$ cat src/rtl/core/wbs_pkg.sv
// shared types, character classes and the pair rule for the word break segmenter
package wbs_pkg;

    localparam int unsigned MAX_TEXT_LEN_DEF = 65536;

    typedef logic [15:0] char_t;
    typedef logic [15:0] offset_t;
    typedef logic [16:0] length_t;

    typedef struct packed {
        offset_t word_offset;
        length_t word_length;
        logic    last_word;
    } word_t;

    localparam char_t CHAR_CR    = 16'h000D;
    localparam char_t CHAR_LF    = 16'h000A;
    localparam char_t ASCII_MAX  = 16'h007F;
    localparam char_t DIGIT_ZERO = 16'h0030;
    localparam char_t DIGIT_NINE = 16'h0039;

    function automatic logic is_brk_forced(input char_t c);
        return c inside {16'h0020, 16'h0009, 16'h000D, 16'h000A, 16'h3000,
                         16'h0040, 16'h002A, 16'h007C, 16'h002F};
    endfunction

    function automatic logic is_lnk_next(input char_t c);
        return c inside {16'h0028, 16'h005B, 16'h007B, 16'h0022, 16'h0027, 16'h003C,
                         16'h2018, 16'h201C, 16'hFF08, 16'h3014, 16'hFF3B, 16'hFF5B,
                         16'h3008, 16'h300A, 16'h300C, 16'h300E, 16'h3010};
    endfunction

    function automatic logic is_lnk_prev(input char_t c);
        return c inside {16'h002C, 16'h002E, 16'h003B, 16'h003A, 16'h0029, 16'h005D,
                         16'h007D, 16'h0022, 16'h0027, 16'h003E,
                         16'h3001, 16'h3002, 16'hFF0C, 16'hFF0E, 16'h2019, 16'h201D,
                         16'hFF09, 16'h3015, 16'hFF3D, 16'hFF5D, 16'h3009, 16'h300B,
                         16'h300D, 16'h300F, 16'h3011};
    endfunction

    function automatic logic is_no_begin(input char_t c);
        return c inside {16'h30FB, 16'hFF1A, 16'hFF1B, 16'hFF1F, 16'hFF01, 16'h30FD,
                         16'h30FE, 16'h309D, 16'h309E, 16'h3003, 16'h3005, 16'h30FC,
                         16'h2015, 16'hFF5E, 16'h2026, 16'h2025,
                         16'h3063, 16'h3083, 16'h3085, 16'h3087, 16'h30C3, 16'h30E3,
                         16'h30E5, 16'h30E7, 16'h3041, 16'h3043, 16'h3045, 16'h3047,
                         16'h3049, 16'h30A1, 16'h30A3, 16'h30A5, 16'h30A7, 16'h30A9};
    endfunction

    function automatic logic is_brk_after(input char_t c);
        return c inside {16'h0029, 16'h005D, 16'h007D, 16'h003B, 16'h003E,
                         16'h0021, 16'h0025, 16'h0026, 16'h003F};
    endfunction

    function automatic logic is_num_link(input char_t c);
        return c inside {16'h002E, 16'h002C, 16'h002D, 16'h003A, 16'h0024, 16'h005C};
    endfunction

    function automatic logic is_brk_before(input char_t c);
        return c inside {16'h0028, 16'h005B, 16'h007B, 16'h003C};
    endfunction

    // first matching rule wins
    function automatic logic pair_joins(input char_t p, input char_t c);
        logic joins;
        if (p == CHAR_CR && c == CHAR_LF)
            joins = 1'b1;
        else if (is_brk_forced(p) || is_brk_forced(c))
            joins = 1'b0;
        else if (is_lnk_next(p) || is_lnk_prev(c))
            joins = 1'b1;
        else if (p <= ASCII_MAX)
        begin
            if (is_brk_after(p) || is_brk_before(c))
                joins = 1'b0;
            else if (is_num_link(p))
                joins = (c >= DIGIT_ZERO) && (c <= DIGIT_NINE);
            else
                joins = (c <= ASCII_MAX);
        end
        else
            joins = is_no_begin(c);
        return joins;
    endfunction

endpackage

$ cat src/rtl/core/wbs_char_if.sv
// character channel: valid/ready handshake with one text character per transfer
interface wbs_char_if;
    logic            valid;
    logic            ready;
    wbs_pkg::char_t  char_code;
    logic            end_of_text;

    modport source (output valid, output char_code, output end_of_text, input ready);
    modport sink   (input valid, input char_code, input end_of_text, output ready);
endinterface

$ cat src/rtl/core/wbs_word_if.sv
// result channel: valid/ready handshake with one segmented word per transfer
interface wbs_word_if;
    logic              valid;
    logic              ready;
    wbs_pkg::offset_t  word_offset;
    wbs_pkg::length_t  word_length;
    logic              last_word;

    modport source (output valid, output word_offset, output word_length,
                    output last_word, input ready);
    modport sink   (input valid, input word_offset, input word_length,
                    input last_word, output ready);
endinterface

$ cat src/rtl/core/word_break_segmenter.sv
// word break segmenter: splits a character stream into unbreakable words
// Takes one character per cycle on chars and returns the words found on words, each as
// offset and length within the text, with last_word set on the final word of a text.
// A character first lands in an input register; from there, once the queue has room for
// two words, the pair rule and the word counters update and write zero, one or two words
// into a four-entry result queue. A character is taken every cycle as long as the queue
// has room for two words, so the rate is one character per cycle while at most one word
// per character comes out; it is bound by the single read port of the result queue, one
// word per cycle. Lengths saturate at MAX_TEXT_LEN and offsets at MAX_TEXT_LEN - 1.
// There is no clearing pass after reset.
module word_break_segmenter #(
    parameter int unsigned MAX_TEXT_LEN = wbs_pkg::MAX_TEXT_LEN_DEF
) (
    input  logic          clk,
    input  logic          rst_n,
    wbs_char_if.sink      chars,
    wbs_word_if.source    words
);
    import wbs_pkg::*;

    localparam logic [17:0] MaxLen  = 18'(MAX_TEXT_LEN);
    localparam logic [17:0] MaxOff  = 18'(MAX_TEXT_LEN - 1);
    localparam int          QDepth  = 4;
    localparam int          QPtrW   = $clog2(QDepth);
    localparam int          QCntW   = $clog2(QDepth + 1);

    // input register
    logic     in_valid_reg;
    char_t    in_char_reg;
    logic     in_eot_reg;

    // segmentation state
    char_t    prev_char_reg;
    logic     inside_reg;
    offset_t  start_reg;
    length_t  count_reg;
    offset_t  start_next;
    length_t  count_next;

    // result queue
    word_t               q_mem [QDepth];
    logic [QPtrW-1:0]    wr_ptr_reg;
    logic [QPtrW-1:0]    rd_ptr_reg;
    logic [QCntW-1:0]    q_cnt_reg;

    logic        step_fire;
    logic        in_fire;
    logic        pop;
    logic        joins;
    logic        brk;
    logic        push0;
    logic        push1;
    logic [17:0] sum;
    word_t       word0;
    word_t       word1;
    word_t       head;

    assign step_fire   = in_valid_reg && (q_cnt_reg <= QCntW'(QDepth - 2));
    assign chars.ready = !in_valid_reg || step_fire;
    assign in_fire     = chars.valid && chars.ready;
    assign pop         = words.valid && words.ready;

    assign head              = q_mem[rd_ptr_reg];
    assign words.valid       = (q_cnt_reg != '0);
    assign words.word_offset = head.word_offset;
    assign words.word_length = head.word_length;
    assign words.last_word   = head.last_word;

    always_comb
    begin
        joins      = pair_joins(prev_char_reg, in_char_reg);
        brk        = inside_reg && !joins;
        sum        = {2'b00, start_reg} + {1'b0, count_reg};
        start_next = start_reg;
        count_next = count_reg;
        if (!inside_reg)
        begin
            start_next = '0;
            count_next = length_t'(1);
        end
        else if (joins)
        begin
            if ({1'b0, count_reg} < MaxLen)
                count_next = count_reg + length_t'(1);
        end
        else
        begin
            start_next = (sum > MaxOff) ? MaxOff[15:0] : sum[15:0];
            count_next = length_t'(1);
        end
        // on a break the finished word goes first, the final word second
        word0 = brk ? word_t'{word_offset: start_reg, word_length: count_reg,
                              last_word: 1'b0}
                    : word_t'{word_offset: start_next, word_length: count_next,
                              last_word: 1'b1};
        word1 = '{word_offset: start_next, word_length: count_next, last_word: 1'b1};
        push0 = step_fire && (brk || in_eot_reg);
        push1 = step_fire && brk && in_eot_reg;
    end

    always_ff @(posedge clk or negedge rst_n)
    begin
        if (!rst_n)
        begin
            in_valid_reg <= 1'b0;
        end
        else if (in_fire)
        begin
            in_valid_reg <= 1'b1;
        end
        else if (step_fire)
        begin
            in_valid_reg <= 1'b0;
        end
    end

    always_ff @(posedge clk)
    begin
        if (in_fire)
        begin
            in_char_reg <= chars.char_code;
            in_eot_reg  <= chars.end_of_text;
        end
    end

    always_ff @(posedge clk or negedge rst_n)
    begin
        if (!rst_n)
        begin
            prev_char_reg <= '0;
            inside_reg    <= 1'b0;
            start_reg     <= '0;
            count_reg     <= '0;
        end
        else if (step_fire)
        begin
            prev_char_reg <= in_char_reg;
            inside_reg    <= !in_eot_reg;
            start_reg     <= start_next;
            count_reg     <= count_next;
        end
    end

    always_ff @(posedge clk)
    begin
        if (push0)
            q_mem[wr_ptr_reg] <= word0;
        if (push1)
            q_mem[wr_ptr_reg + QPtrW'(1)] <= word1;
    end

    always_ff @(posedge clk or negedge rst_n)
    begin
        if (!rst_n)
        begin
            wr_ptr_reg <= '0;
            rd_ptr_reg <= '0;
            q_cnt_reg  <= '0;
        end
        else
        begin
            wr_ptr_reg <= wr_ptr_reg + QPtrW'(push0) + QPtrW'(push1);
            rd_ptr_reg <= rd_ptr_reg + QPtrW'(pop);
            q_cnt_reg  <= q_cnt_reg + QCntW'(push0) + QCntW'(push1) - QCntW'(pop);
        end
    end

endmodule

$ cat src/flat_wrapper.sv
// flat-port wrapper written by rule: the top's interface ports become plain ports
module word_break_segmenter_flat import wbs_pkg::*;
#(
    parameter int unsigned MAX_TEXT_LEN = wbs_pkg::MAX_TEXT_LEN_DEF
)
  (clk, rst_n, chars_valid, chars_char_code, chars_end_of_text, chars_ready, words_valid, words_word_offset, words_word_length, words_last_word, words_ready);
  wbs_char_if chars_i ();
  wbs_word_if words_i ();
  input  logic clk;
  input  logic rst_n;
  input wire logic [$bits(chars_i.valid)-1:0] chars_valid;
  input wire logic [$bits(chars_i.char_code)-1:0] chars_char_code;
  input wire logic [$bits(chars_i.end_of_text)-1:0] chars_end_of_text;
  output wire logic [$bits(chars_i.ready)-1:0] chars_ready;
  output wire logic [$bits(words_i.valid)-1:0] words_valid;
  output wire logic [$bits(words_i.word_offset)-1:0] words_word_offset;
  output wire logic [$bits(words_i.word_length)-1:0] words_word_length;
  output wire logic [$bits(words_i.last_word)-1:0] words_last_word;
  input wire logic [$bits(words_i.ready)-1:0] words_ready;
  assign chars_i.valid = chars_valid;
  assign chars_i.char_code = chars_char_code;
  assign chars_i.end_of_text = chars_end_of_text;
  assign chars_ready = chars_i.ready;
  assign words_valid = words_i.valid;
  assign words_word_offset = words_i.word_offset;
  assign words_word_length = words_i.word_length;
  assign words_last_word = words_i.last_word;
  assign words_i.ready = words_ready;
  word_break_segmenter #(.MAX_TEXT_LEN(MAX_TEXT_LEN)) u_core (.clk(clk), .rst_n(rst_n), .chars(chars_i), .words(words_i));
endmodule
$ cat config.mk
export PLATFORM = sky130hd
export DESIGN_NAME = word_break_segmenter_flat
export DESIGN_NICKNAME = d
export VERILOG_FILES = /design/src/rtl/core/wbs_pkg.sv /design/src/rtl/core/wbs_char_if.sv /design/src/rtl/core/wbs_word_if.sv /design/src/rtl/core/word_break_segmenter.sv /design/src/flat_wrapper.sv
export SDC_FILE = /design/constraint.sdc
export NUM_CORES = 1
export LEC_CHECK = 0
export BUFFER_PORTS_ARGS = -buffer_cell sky130_fd_sc_hd__buf_4
export CAP_MARGIN = 20
export CELL_PAD_IN_SITES_DETAIL_PLACEMENT = 0
export CELL_PAD_IN_SITES_GLOBAL_PLACEMENT = 1
export CORE_AREA = 4 4 192 194
export CTS_CLUSTER_DIAMETER = 120
export DETAILED_ROUTE_END_ITERATION = 8
export DIE_AREA = 0 0 196 198
export PLACE_DENSITY = 0.58
export SLEW_MARGIN = 25
export SYNTH_ARGS = -nofsm -noshare
export SYNTH_HDL_FRONTEND = slang
export SYNTH_SLANG_ARGS = --single-unit
$ cat constraint.sdc
create_clock -name clk -period 3.6 [get_ports clk]
set_input_delay 1.08 -clock clk [delete_from_list [all_inputs] [get_ports clk]]
set_output_delay 1.08 -clock clk [all_outputs]
set_load 0.005 [all_outputs]
==> out/metrics.yaml, run 1 <==
run_status:
  status: "complete, no violations"
critical_path:
  r2r_start: "u_core.in_char_reg[6]$_DFFE_PP_"
  rr_worst_depth: 14
  cp_slowest_cell: "edfxtp_1"
  path_max_fanout: 11
  r2r-end: "u_core.q_cnt_reg[2]$_DFF_PN0_"
  cp_data_arrival_time_ns: 3.79
  cpMostUsedCell: "fa_1"
  max_stage_delay_ns: 0.46
  cp-start-kind: "flip-flop"
  cp_cell_sequence: "buf_6, nor3b_4, a31o_1, a32oi_1, or3_1, a31oi_4, a21oi_4, nor2_2, o21ai_1, ha_1, inv_1, fa_1, fa_1, xnor2_1"
  worst-setup-path-type: "reg2reg"
  r2r_setup_slack_ns: 0.22
  critical_path.top_delay_family: "adder cells"
  cp-end-kind: "flip-flop"
  cp.required_ns: 4.01
  cp_num_buf_inv: 2
power_and_ir_drop:
  total_power_mw: 12.3
  switching_power_mw: 4.92
  leakage_nw: 5.45
  cellPowerDensity_nw_per_um2: 849
  p_int_mw: 7.40
  power.share.clock_pct: 21.3
  pwr-share-comb_pct: 46.4
  seqPwrFrac_pct: 32.4
  switching_share_pct: 39.9
  ir_drop_uv: 609
final_layout:
  nNetsFinal: 1286
  n_antenna_cell: 0
  largest_register_ffs: 136
  layout-drive-gt1-share_pct: 21.6
  area_growth_syn_to_layout_pct: 19.2
  final_area_um2: 14500
cts:
  postCtsHoldBufs: 0
  clockRootBuffer: "clkbuf_16"
  cts_tree: "yes"
  cts_buffers: 26
  cts.sinks: 211
  cts_buffer_depth: 3
  insertion_delay_ns: 0.55
  clk_pin_slew_ns: 0.06
  ctsHtreeMaxLevel: 1
floorplanning:
  die_w_um: 196
  core-area_um2: 35200
  io_pins: 57
  row_count: 69
  start_util_pct: 34.6
  dieArea_um2: 38800
  die_h_um: 198
route:
  totalWireLength_um: 37400
  dr.pass1.iters: 5
  drcViolationCount: 0
  vias: 9742
  via_per_inst: 5.66
  drtIter0Drc: 807
  ant_nets: 0
  wl_per_cell_um: 21.7
timing:
  fmax_mhz: 296
  clock_skew_ns: 0.0300
  period_needed_ns: 3.38
  slew_headroom_pct: 42.5
  drv_slew: 0
  period_share_pct: 94.0
  fin_tns_setup_ns: 0
  whs_ns: 0.463
  hold_viol_final: 0
  setup_ws_ns: 0.217
  tightest_slew_ns: 0.863
  setup_violations: 0
yosys:
  synth_edf_count: 149
  synth_fp_nets: 1203
  synthesis.area_um2: 12200
  synthCells: 1158
  ys.flop_type: "edfxtp_1"
  avgSynthCellArea_um2: 10.5
  ys_seq_elements: 211
  ys_warn_count: 0
  yosysSeqAreaShare_pct: 49.3
  postSynth.asyncResetShare_pct: 27.5
  yosys.area.top_type_share_pct: 36.8
  yosysTopAreaCell: "edfxtp_1"
  synthTopCellsByArea: "edfxtp_1, dfrtp_1, mux4_2, nand2_1, o22ai_1"
  synth_cell_type_count: 88
global_route:
  grt_max_degree: 59
  grt_pass1_vias: 9786
  grt-ovfl-total: 0
  grt_antenna_before_repair: 0
  track_usage_pct: 19.2
  grt_pass1_wl_um: 58800
flow_run:
  drv_cap: 0
placed_design:
  gp_congestion: 0.879
  dpl_cell_area_um2: 13600
  io_buffers: 56
  pre_cts_slack_ns: -0.0583
  dp_hpwl_um: 25600
min_path:
  hold_path_depth: 1
  hp-start: "u_core.q_mem[3][0]$_SDFFE_PP1N_"
  hold_end: "u_core.q_mem[3][0]$_SDFFE_PP1N_"
  worstHoldPathType: "reg2reg"
==> synthesized netlist by cell type, drive strengths merged (5+ instances only) <==
master and n:
xnor2 18, o31ai 6, nand2 141, and4 5, o22ai 75, a211oi 7, and2 14, o21ai 44
a21o 8, nand4 16, inv 19, nor4 12, edfxtp 149, nand3 32, nor3 17, a22o 9
clkbuf 37, nand2b 14, nor4b 6, buf 60, xor2 11, and3 20, nand4b 7, mux4 34
a21oi 60, a31oi 19, nor2 113, ha 20, dfrtp 58, o21a 6, nor2b 15, or3 6
nor3b 7, o211ai 14
==> worst max path at each step <==
stage / from / to / slack [ns] / cells after the start
4_1_cts: u_core.in_char_reg[6]$_DFFE_PP_ / u_core.q_cnt_reg[2]$_DFF_PN0_ / 0.05 / 14
3_3_place_gp: u_core.prev_char_reg[5]$_DFFE_PN0P_ / u_core.q_cnt_reg[2]$_DFF_PN0_ / -0.08 / 14
2_1_floorplan: u_core.in_char_reg[6]$_DFFE_PP_ / u_core.q_cnt_reg[2]$_DFF_PN0_ / 0.20 / 14
3_5_place_dp: u_core.in_char_reg[6]$_DFFE_PP_ / u_core.q_cnt_reg[2]$_DFF_PN0_ / -0.06 / 14
5_1_grt: u_core.in_char_reg[6]$_DFFE_PP_ / u_core.q_cnt_reg[2]$_DFF_PN0_ / -0.02 / 14
6_report: u_core.in_char_reg[6]$_DFFE_PP_ / u_core.q_cnt_reg[2]$_DFF_PN0_ / 0.22 / 14
==> power by group through the flow <==
stage	Combinational, mW	Clock (mW)	Sequential [mW]
after global routing	6.27	2.80	4.07
after CTS	5.72	2.68	3.99
final	5.72	2.62	3.99
after detailed placement	5.70	0	4.03
after global placement	5.67	0	4.01
after floorplan	3.62	0	3.74
==> what timing repair did <==
| item | 4_1_cts | 5_1_grt |
|---|---|---|
| endpoints found under the setup margin | 1 | 72 |
| setup buffers | 0 | 4 |
| gates resized for setup | 1 | 12 |
==> final cells by class <==
type / count / area, µm²
Sequential cell: 211 / 6010
Clock inverter: 13 / 131
Clock buffer: 35 / 734
Timing Repair Buffer: 152 / 1310
Tap cell: 461 / 577
Fill cell: 3428 / 20700
Multi-Input combinational cell: 831 / 5680
Inverter: 19 / 71.3
==> worst reg2reg max path, delay by kind of cell (launching register included) <==
family	cells	cell delay (ns)
buffers and inverters	2	0.24
flip-flops	1	0.46
AO/OA/AOI/OAI	5	0.64
adder cells (fa/ha/maj)	3	1.08
AND/OR/NAND/NOR	3	0.70
XOR/XNOR	1	0.14
==> cell families (layout without fill, tap and decap cells) <==
kind of cell	Yosys count	in the layout	synth area share (%)
AO/OA/AOI/OAI	292	292	16.0
multiplexers	39	39	6.72
AND/OR/NAND/NOR	447	447	18.5
buffers and inverters	116	219	4.64
XOR/XNOR	29	29	2.09
flip-flops	211	211	49.3
adder cells (fa/ha/maj)	24	24	2.71
==> placed cells by master (no fill, tap or decap), types with 19 or more instances in the layout <==
cell / synthesis / routed
nand3_1: 32 / 32
edfxtp_1: 149 / 149
o22ai_1: 75 / 75
o21ai_0: 36 / 35
mux4_2: 34 / 34
inv_1: 19 / 19
nor2_1: 107 / 105
a21oi_1: 58 / 57
clkbuf_16: 0 / 26
nand2_1: 139 / 138
buf_4: 8 / 138
dfrtp_1: 58 / 55
ha_1: 20 / 20
and3_1: 20 / 20
==> layer usage <==
| layer | vias up | global-route usage [%] | routed length [µm] | share of wire [%] |
|---|---|---|---|---|
| met2 | 314 | 29.9 | 16600 | 44 |
| li1 | 4554 | - | - | - |
| met5 | - | 0 | 0 | 0 |
| met3 | 70 | 2.42 | 1930 | 5.1 |
| met4 | 0 | 6.13 | 1260 | 3.4 |
| met1 | 4804 | 28.0 | 17600 | 47 |
==> per-stage QoR <==
step	instances	util, %
after floorplan	1158	-
final	1722	41.2
after global placement	1670	38.5
after global routing	1722	41.2
after CTS	1718	41.0
after detailed placement	1670	38.5
Note: power is estimated with default switching activity, not from simulation.
==> run 2: changes to the inputs <==
--- a/config.mk
+++ b/config.mk
@@ -13,7 +13,9 @@
 export CTS_CLUSTER_DIAMETER = 120
 export DETAILED_ROUTE_END_ITERATION = 8
 export DIE_AREA = 0 0 196 198
+export GPL_ROUTABILITY_DRIVEN = 1
 export PLACE_DENSITY = 0.58
+export REMOVE_ABC_BUFFERS = 1
 export SLEW_MARGIN = 25
 export SYNTH_ARGS = -nofsm -noshare
 export SYNTH_HDL_FRONTEND = slang
==> run 2 against run 1 <==
First-iteration DRC count is 21% lower. Hold slack better by 0.0024 ns. Design area hardly changed. Register-to-register slack worse by 0.05 ns. Wire length is 1.7% lower. Largest cell class unchanged. Final cell count is 0.29% lower. Critical endpoint unchanged. Highest routed layer unchanged. Via count is 2.1% lower. Clock skew is 0.0099 ns lower. Global-route usage is 0.58 points lower. Sequential power hardly changed.
==> out/metrics.yaml, run 2 (same netlist as run 1, synthesis figures left out) <==
critical_path:
  cp_data_arrival_time_ns: 3.82
  cp-end-kind: "flip-flop"
  cp_slowest_cell: "edfxtp_1"
  worst-setup-path-type: "reg2reg"
  cp-start-kind: "flip-flop"
  max_stage_delay_ns: 0.41
  cp.required_ns: 3.99
  cp_num_buf_inv: 2
  critical_path.top_delay_family: "adder cells"
  path_max_fanout: 24
  cpMostUsedCell: "fa_1"
  cp_cell_sequence: "buf_12, nor3b_4, a31o_1, a32oi_1, or3_1, a31oi_4, a21oi_4, nor2_1, o21ai_1, ha_1, inv_1, fa_1, fa_1, xnor2_1"
flow_run:
  drv_cap: 0
cts:
  ctsHtreeMaxLevel: 1
  clk_pin_slew_ns: 0.06
  postCtsHoldBufs: 0
  cts_buffers: 25
  cts.sinks: 211
  cts_tree: "yes"
  insertion_delay_ns: 0.53
  cts_buffer_depth: 3
  clockRootBuffer: "clkbuf_16"
timing:
  period_needed_ns: 3.43
  slew_headroom_pct: 43.2
  period_share_pct: 95.2
  setup_ws_ns: 0.172
  tightest_slew_ns: 0.852
  setup_violations: 0
  whs_ns: 0.465
  drv_slew: 0
  clock_skew_ns: 0.0202
  fmax_mhz: 292
  hold_viol_final: 0
run_status:
  status: "complete, no violations"
global_route:
  grt_pass1_wl_um: 57400
  track_usage_pct: 18.6
  grt_pass1_vias: 9500
  grt_antenna_before_repair: 0
  grt-ovfl-total: 0
  grt_max_degree: 59
route:
  ant_nets: 0
  wl_per_cell_um: 21.4
  totalWireLength_um: 36800
  via_per_inst: 5.55
  vias: 9534
  drtIter0Drc: 641
  dr.pass1.iters: 5
  drcViolationCount: 0
final_layout:
  n_antenna_cell: 0
  final_cell_mix: "edfxtp_1, nand2_1, buf_4, nor2_1, o22ai_1"
  layout-drive-gt1-share_pct: 21.4
  final_common_cell: "edfxtp_1"
  n_fill_cell: 3423
  area_growth_syn_to_layout_pct: 19.1
  nNetsFinal: 1283
  largest_register_ffs: 136
floorplanning:
  die_w_um: 196
  start_util_pct: 34.6
  row_count: 69
  die_h_um: 198
  io_pins: 57
  core-area_um2: 35200
  dieArea_um2: 38800
placed_design:
  io_buffers: 56
  dp_hpwl_um: 25500
  pre_cts_slack_ns: 0.0162
  gp_congestion: 0.853
power_and_ir_drop:
  ir_drop_uv: 461
  leakage_nw: 5.43
  cellPowerDensity_nw_per_um2: 851
min_path:
  worstHoldPathType: "reg2reg"
-- run 2: changes by cell type in the layout (fill, tap and decap cells not counted), moves of 2 or more --
| cell | change |
|---|---|
| nor2_1 | -2 |
| clkbuf_8 | -2 |
| dfrtp_2 | +2 |
| dfrtp_1 | -2 |
| bufinv_16 | +4 |
| nor2_2 | +2 |
-- run 2: final timing paths --
check / from / endpoint / slack (ns) / cells after the start
max: u_core.in_char_reg[4]$_DFFE_PP_ / u_core.q_cnt_reg[2]$_DFF_PN0_ / 0.17 / 14
min: u_core.q_mem[3][0]$_SDFFE_PP1N_ / u_core.q_mem[3][0]$_SDFFE_PP1N_ / 0.47 / 1
max reg2reg: u_core.in_char_reg[4]$_DFFE_PP_ / u_core.q_cnt_reg[2]$_DFF_PN0_ / 0.17 / 14
min reg2reg: u_core.q_mem[3][0]$_SDFFE_PP1N_ / u_core.q_mem[3][0]$_SDFFE_PP1N_ / 0.47 / 1
max in group asynchronous: rst_n / u_core.rd_ptr_reg[1]$_DFF_PN0_ / 2.31 / 1
min in group asynchronous: rst_n / u_core.start_reg[2]$_DFFE_PN0P_ / 0.66 / 1
-- run 2: metrics by stage --
stage / power (mW) / util [%] / cells / TNS [ns] / instance area, µm²
4_1_cts: 12.4 / 40.9 / 1711 / 0 / 14400
3_5_place_dp: 9.61 / 38.4 / 1666 / 0 / 13500
6_report: 12.3 / 41.2 / 1717 / 0 / 14500
2_1_floorplan: 7.11 / - / 1061 / -136.64 / 11700
5_1_grt: 13.2 / 41.2 / 1717 / -0.0242 / 14500
3_3_place_gp: 9.58 / 38.4 / 1666 / 0 / 13500
-- run 2: final cells by class --
type                    count  area, µm²  area share (%)
flip-flops and latches    211       6010            41.5
multi-input cells         831       5670            39.1
repair buffers            150       1270            8.78
clock buffers              33        686            4.73
well taps                 461        577            3.98
clock inverters            12        210            1.45
inverters                  19       71.3           0.492
-- run 2: what timing repair did --
item / in CTS / in global routing
gates resized for setup: 1 / 12
hold endpoints to repair: 0 / 0
pin swaps: 0 / 1
setup buffers: 0 / 6
endpoints found under the setup margin: 1 / 2
-- run 2: power by group --
group | internal, mW | total [mW] | switching [mW]
combinational | 2.32 | 5.54 | 3.23
sequential | 3.48 | 4.01 | 0.533
clock | 1.76 | 2.78 | 1.02
total | 7.55 | 12.3 | 4.78
-- run 2: per-layer routing --
layer	up-vias	part of all wire [%]	wire length, µm	GRT usage (%)
met5	-	0	0	0
met4	0	1.8	673	3.98
met3	42	4.2	1550	2.35
met2	215	49	18000	32.0
met1	4738	45	16500	25.4
li1	4539	-	-	-
-- run 2: worst reg2reg max path: stages (launching register included) --
cell	delay [ns]
edfxtp_1	0.41
buf_12	0.18
nor3b_4	0.24
a31o_1	0.17
a32oi_1	0.11
or3_1	0.36
a31oi_4	0.24
a21oi_4	0.06
nor2_1	0.15
o21ai_1	0.11
ha_1	0.31
inv_1	0.05
fa_1	0.40
fa_1	0.38
xnor2_1	0.13
==> run 3: changes to the inputs <==
--- a/config.mk
+++ b/config.mk
@@ -5,14 +5,14 @@
 export SDC_FILE = /design/constraint.sdc
 export NUM_CORES = 1
 export LEC_CHECK = 0
-export BUFFER_PORTS_ARGS = -buffer_cell sky130_fd_sc_hd__buf_4
+export BUFFER_PORTS_ARGS = -buffer_cell sky130_fd_sc_hd__buf_2
 export CAP_MARGIN = 20
 export CELL_PAD_IN_SITES_DETAIL_PLACEMENT = 0
 export CELL_PAD_IN_SITES_GLOBAL_PLACEMENT = 1
-export CORE_AREA = 4 4 192 194
+export CORE_AREA = 2 2 190 192
 export CTS_CLUSTER_DIAMETER = 120
 export DETAILED_ROUTE_END_ITERATION = 8
-export DIE_AREA = 0 0 196 198
+export DIE_AREA = 0 0 192 194
 export GPL_ROUTABILITY_DRIVEN = 1
 export PLACE_DENSITY = 0.58
 export REMOVE_ABC_BUFFERS = 1
@@ -20,3 +20,4 @@
 export SYNTH_ARGS = -nofsm -noshare
 export SYNTH_HDL_FRONTEND = slang
 export SYNTH_SLANG_ARGS = --single-unit
+export TNS_END_PERCENT = 30
==> run 3 against run 2 <==
Utilization hardly changed. Highest routed layer unchanged. Non-clock buffer count is 20 higher. Global-route usage is 1.5 points higher. Critical path type unchanged. Largest power group unchanged.
==> out/metrics.yaml, run 3 (same netlist as run 1, synthesis figures left out) <==
run_status:
  status: "complete, no violations"
timing:
  tightest_slew_ns: 0.790
  period_needed_ns: 3.45
  drv_slew: 0
  slew_headroom_pct: 47.4
  fmax_mhz: 290
  fin_tns_setup_ns: 0
  setup_violations: 0
  period_share_pct: 95.9
  clock_skew_ns: 0.0208
  rsz0062_at_grt: "true"
  hold_viol_final: 0
power_and_ir_drop:
  p_int_mw: 7.44
  ir_drop_uv: 540
  power.share.clock_pct: 22.9
  switching_share_pct: 39.4
  switching_power_mw: 4.84
  seqPwrFrac_pct: 32.0
  cellPowerDensity_nw_per_um2: 847
  pwr-share-comb_pct: 45.2
  leakage_nw: 5.50
route:
  drtIter0Drc: 753
  totalWireLength_um: 37000
  ant_nets: 0
  wl_per_cell_um: 21.3
  vias: 9766
  via_per_inst: 5.62
  drcViolationCount: 0
  dr.pass1.iters: 5
final_layout:
  nNetsFinal: 1304
  layout-drive-gt1-share_pct: 22.8
  n_antenna_cell: 0
  final_cell_mix: "edfxtp_1, nand2_1, nor2_1, buf_4, o22ai_1"
  final_common_cell: "edfxtp_1"
  largest_register_ffs: 136
  finalNonFillerCells: 1739
  area_growth_syn_to_layout_pct: 19.1
placed_design:
  gp_congestion: 0.849
  dp_hpwl_um: 25500
  dp.cells: 1689
  io_buffers: 56
cts:
  cts_buffers: 26
  cts_buffer_depth: 3
  clk_pin_slew_ns: 0.06
  ctsHtreeMaxLevel: 1
  cts_tree: "yes"
  postCtsHoldBufs: 0
  clockRootBuffer: "clkbuf_16"
  insertion_delay_ns: 0.54
  cts.sinks: 211
global_route:
  grt_pass1_vias: 9867
  grt-ovfl-total: 0
  track_usage_pct: 20.1
  grt_max_degree: 47
  grt_pass1_wl_um: 58200
  grt_antenna_before_repair: 0
floorplanning:
  core-area_um2: 35200
  dieArea_um2: 37200
  die_w_um: 192
  row_count: 69
  io_pins: 57
  die_h_um: 194
  start_util_pct: 34.6
min_path:
  worstHoldPathType: "reg2reg"
critical_path:
  cpMostUsedCell: "fa_1"
  cp_num_buf_inv: 2
  worst-setup-path-type: "reg2reg"
  cp-start-kind: "flip-flop"
  critical_path.top_delay_family: "adder cells"
  cp_data_arrival_time_ns: 3.86
  cp.required_ns: 4.01
  cp-end-kind: "flip-flop"
  max_stage_delay_ns: 0.50
  r2r_setup_slack_ns: 0.15
  path_max_fanout: 10
  cp_slowest_cell: "dfrtp_1"
  cp_cell_sequence: "buf_4, or4_1, o22ai_1, nand3_1, o211a_1, and4_4, a21oi_4, nor2_2, o21ai_2, ha_1, inv_1, fa_1, fa_1, xnor2_1"
flow_run:
  drv_cap: 0
==> run 3: cell types whose count changed in the layout (fill, tap and decap cells not counted), sizes merged <==
cell	before	now
buf	149	170
bufinv	6	5
clkbuf	34	29
clkinv	5	8
clkinvlp	1	3
inv	19	21
==> run 3: power groups by stage <==
stage / Combinational [mW] / Clock, mW / Sequential, mW
floorplan: 2.97 / 0 / 4.13
global placement: 5.48 / 0 / 3.95
detailed placement: 5.54 / 0 / 3.97
CTS: 5.56 / 2.88 / 3.92
global route: 6.16 / 2.97 / 4.02
finish: 5.55 / 2.81 / 3.93
==> run 3: per-layer routing <==
layer	global-route usage [%]	vias up	part of all wire, %
met5	0	-	0
met4	5.43	0	2.7
met3	2.57	56	4.7
met2	33.5	258	48
met1	27.5	4863	44
li1	-	4589	-
==> run 3: layout make-up <==
cell class | instances | area (µm²)
Inverter | 19 | 71.3
Clock inverter | 18 | 230
Sequential cell | 211 | 6010
Multi-Input combinational cell | 831 | 5670
Timing Repair Buffer | 170 | 1250
Tap cell | 461 | 577
Fill cell | 3473 | 20700
Clock buffer | 29 | 693
==> run 3: final timing paths <==
| kind | startpoint | endpoint | cells after the start |
|---|---|---|---|
| setup reg to reg | u_core.prev_char_reg[5]$_DFFE_PN0P_ | u_core.q_cnt_reg[2]$_DFF_PN0_ | 14 |
| hold / removal | u_core.q_mem[3][0]$_SDFFE_PP1N_ | u_core.q_mem[3][0]$_SDFFE_PP1N_ | 1 |
| hold reg to reg | u_core.q_mem[3][0]$_SDFFE_PP1N_ | u_core.q_mem[3][0]$_SDFFE_PP1N_ | 1 |
| setup / recovery | u_core.prev_char_reg[5]$_DFFE_PN0P_ | u_core.q_cnt_reg[2]$_DFF_PN0_ | 14 |
| min in group asynchronous | rst_n | u_core.prev_char_reg[10]$_DFFE_PN0P_ | 1 |
| max in group asynchronous | rst_n | u_core.count_reg[7]$_DFFE_PN0P_ | 2 |
==> run 3: worst register-to-register path, cell delays in order, from the launching register on <==
cell and delay, ns:
dfrtp_1 0.50, buf_4 0.21, or4_1 0.49, o22ai_1 0.13
nand3_1 0.13, o211a_1 0.17, and4_4 0.20, a21oi_4 0.18
nor2_2 0.08, o21ai_2 0.14, ha_1 0.14, inv_1 0.05
fa_1 0.40, fa_1 0.38, xnor2_1 0.13
==> run 3: per-stage QoR <==
stage	hold slack, ns	util [%]	cell area, µm²	power (mW)	setup slack [ns]
floorplan	0.431	-	11700	7.11	-1.34
global placement	0.455	38.3	13500	9.42	0.00533
detailed placement	0.454	38.3	13500	9.51	-0.0386
CTS	0.466	41.0	14400	12.4	0.0746
global route	0.492	41.2	14500	13.1	-0.0278
finish	0.459	41.2	14500	12.3	0.149
==> run 3: what timing repair did <==
item,CTS,global route
buffers inserted,0,3
resized for setup,3,12
gates cloned,0,0
endpoints found under the setup margin,2,6
pin swaps,0,1
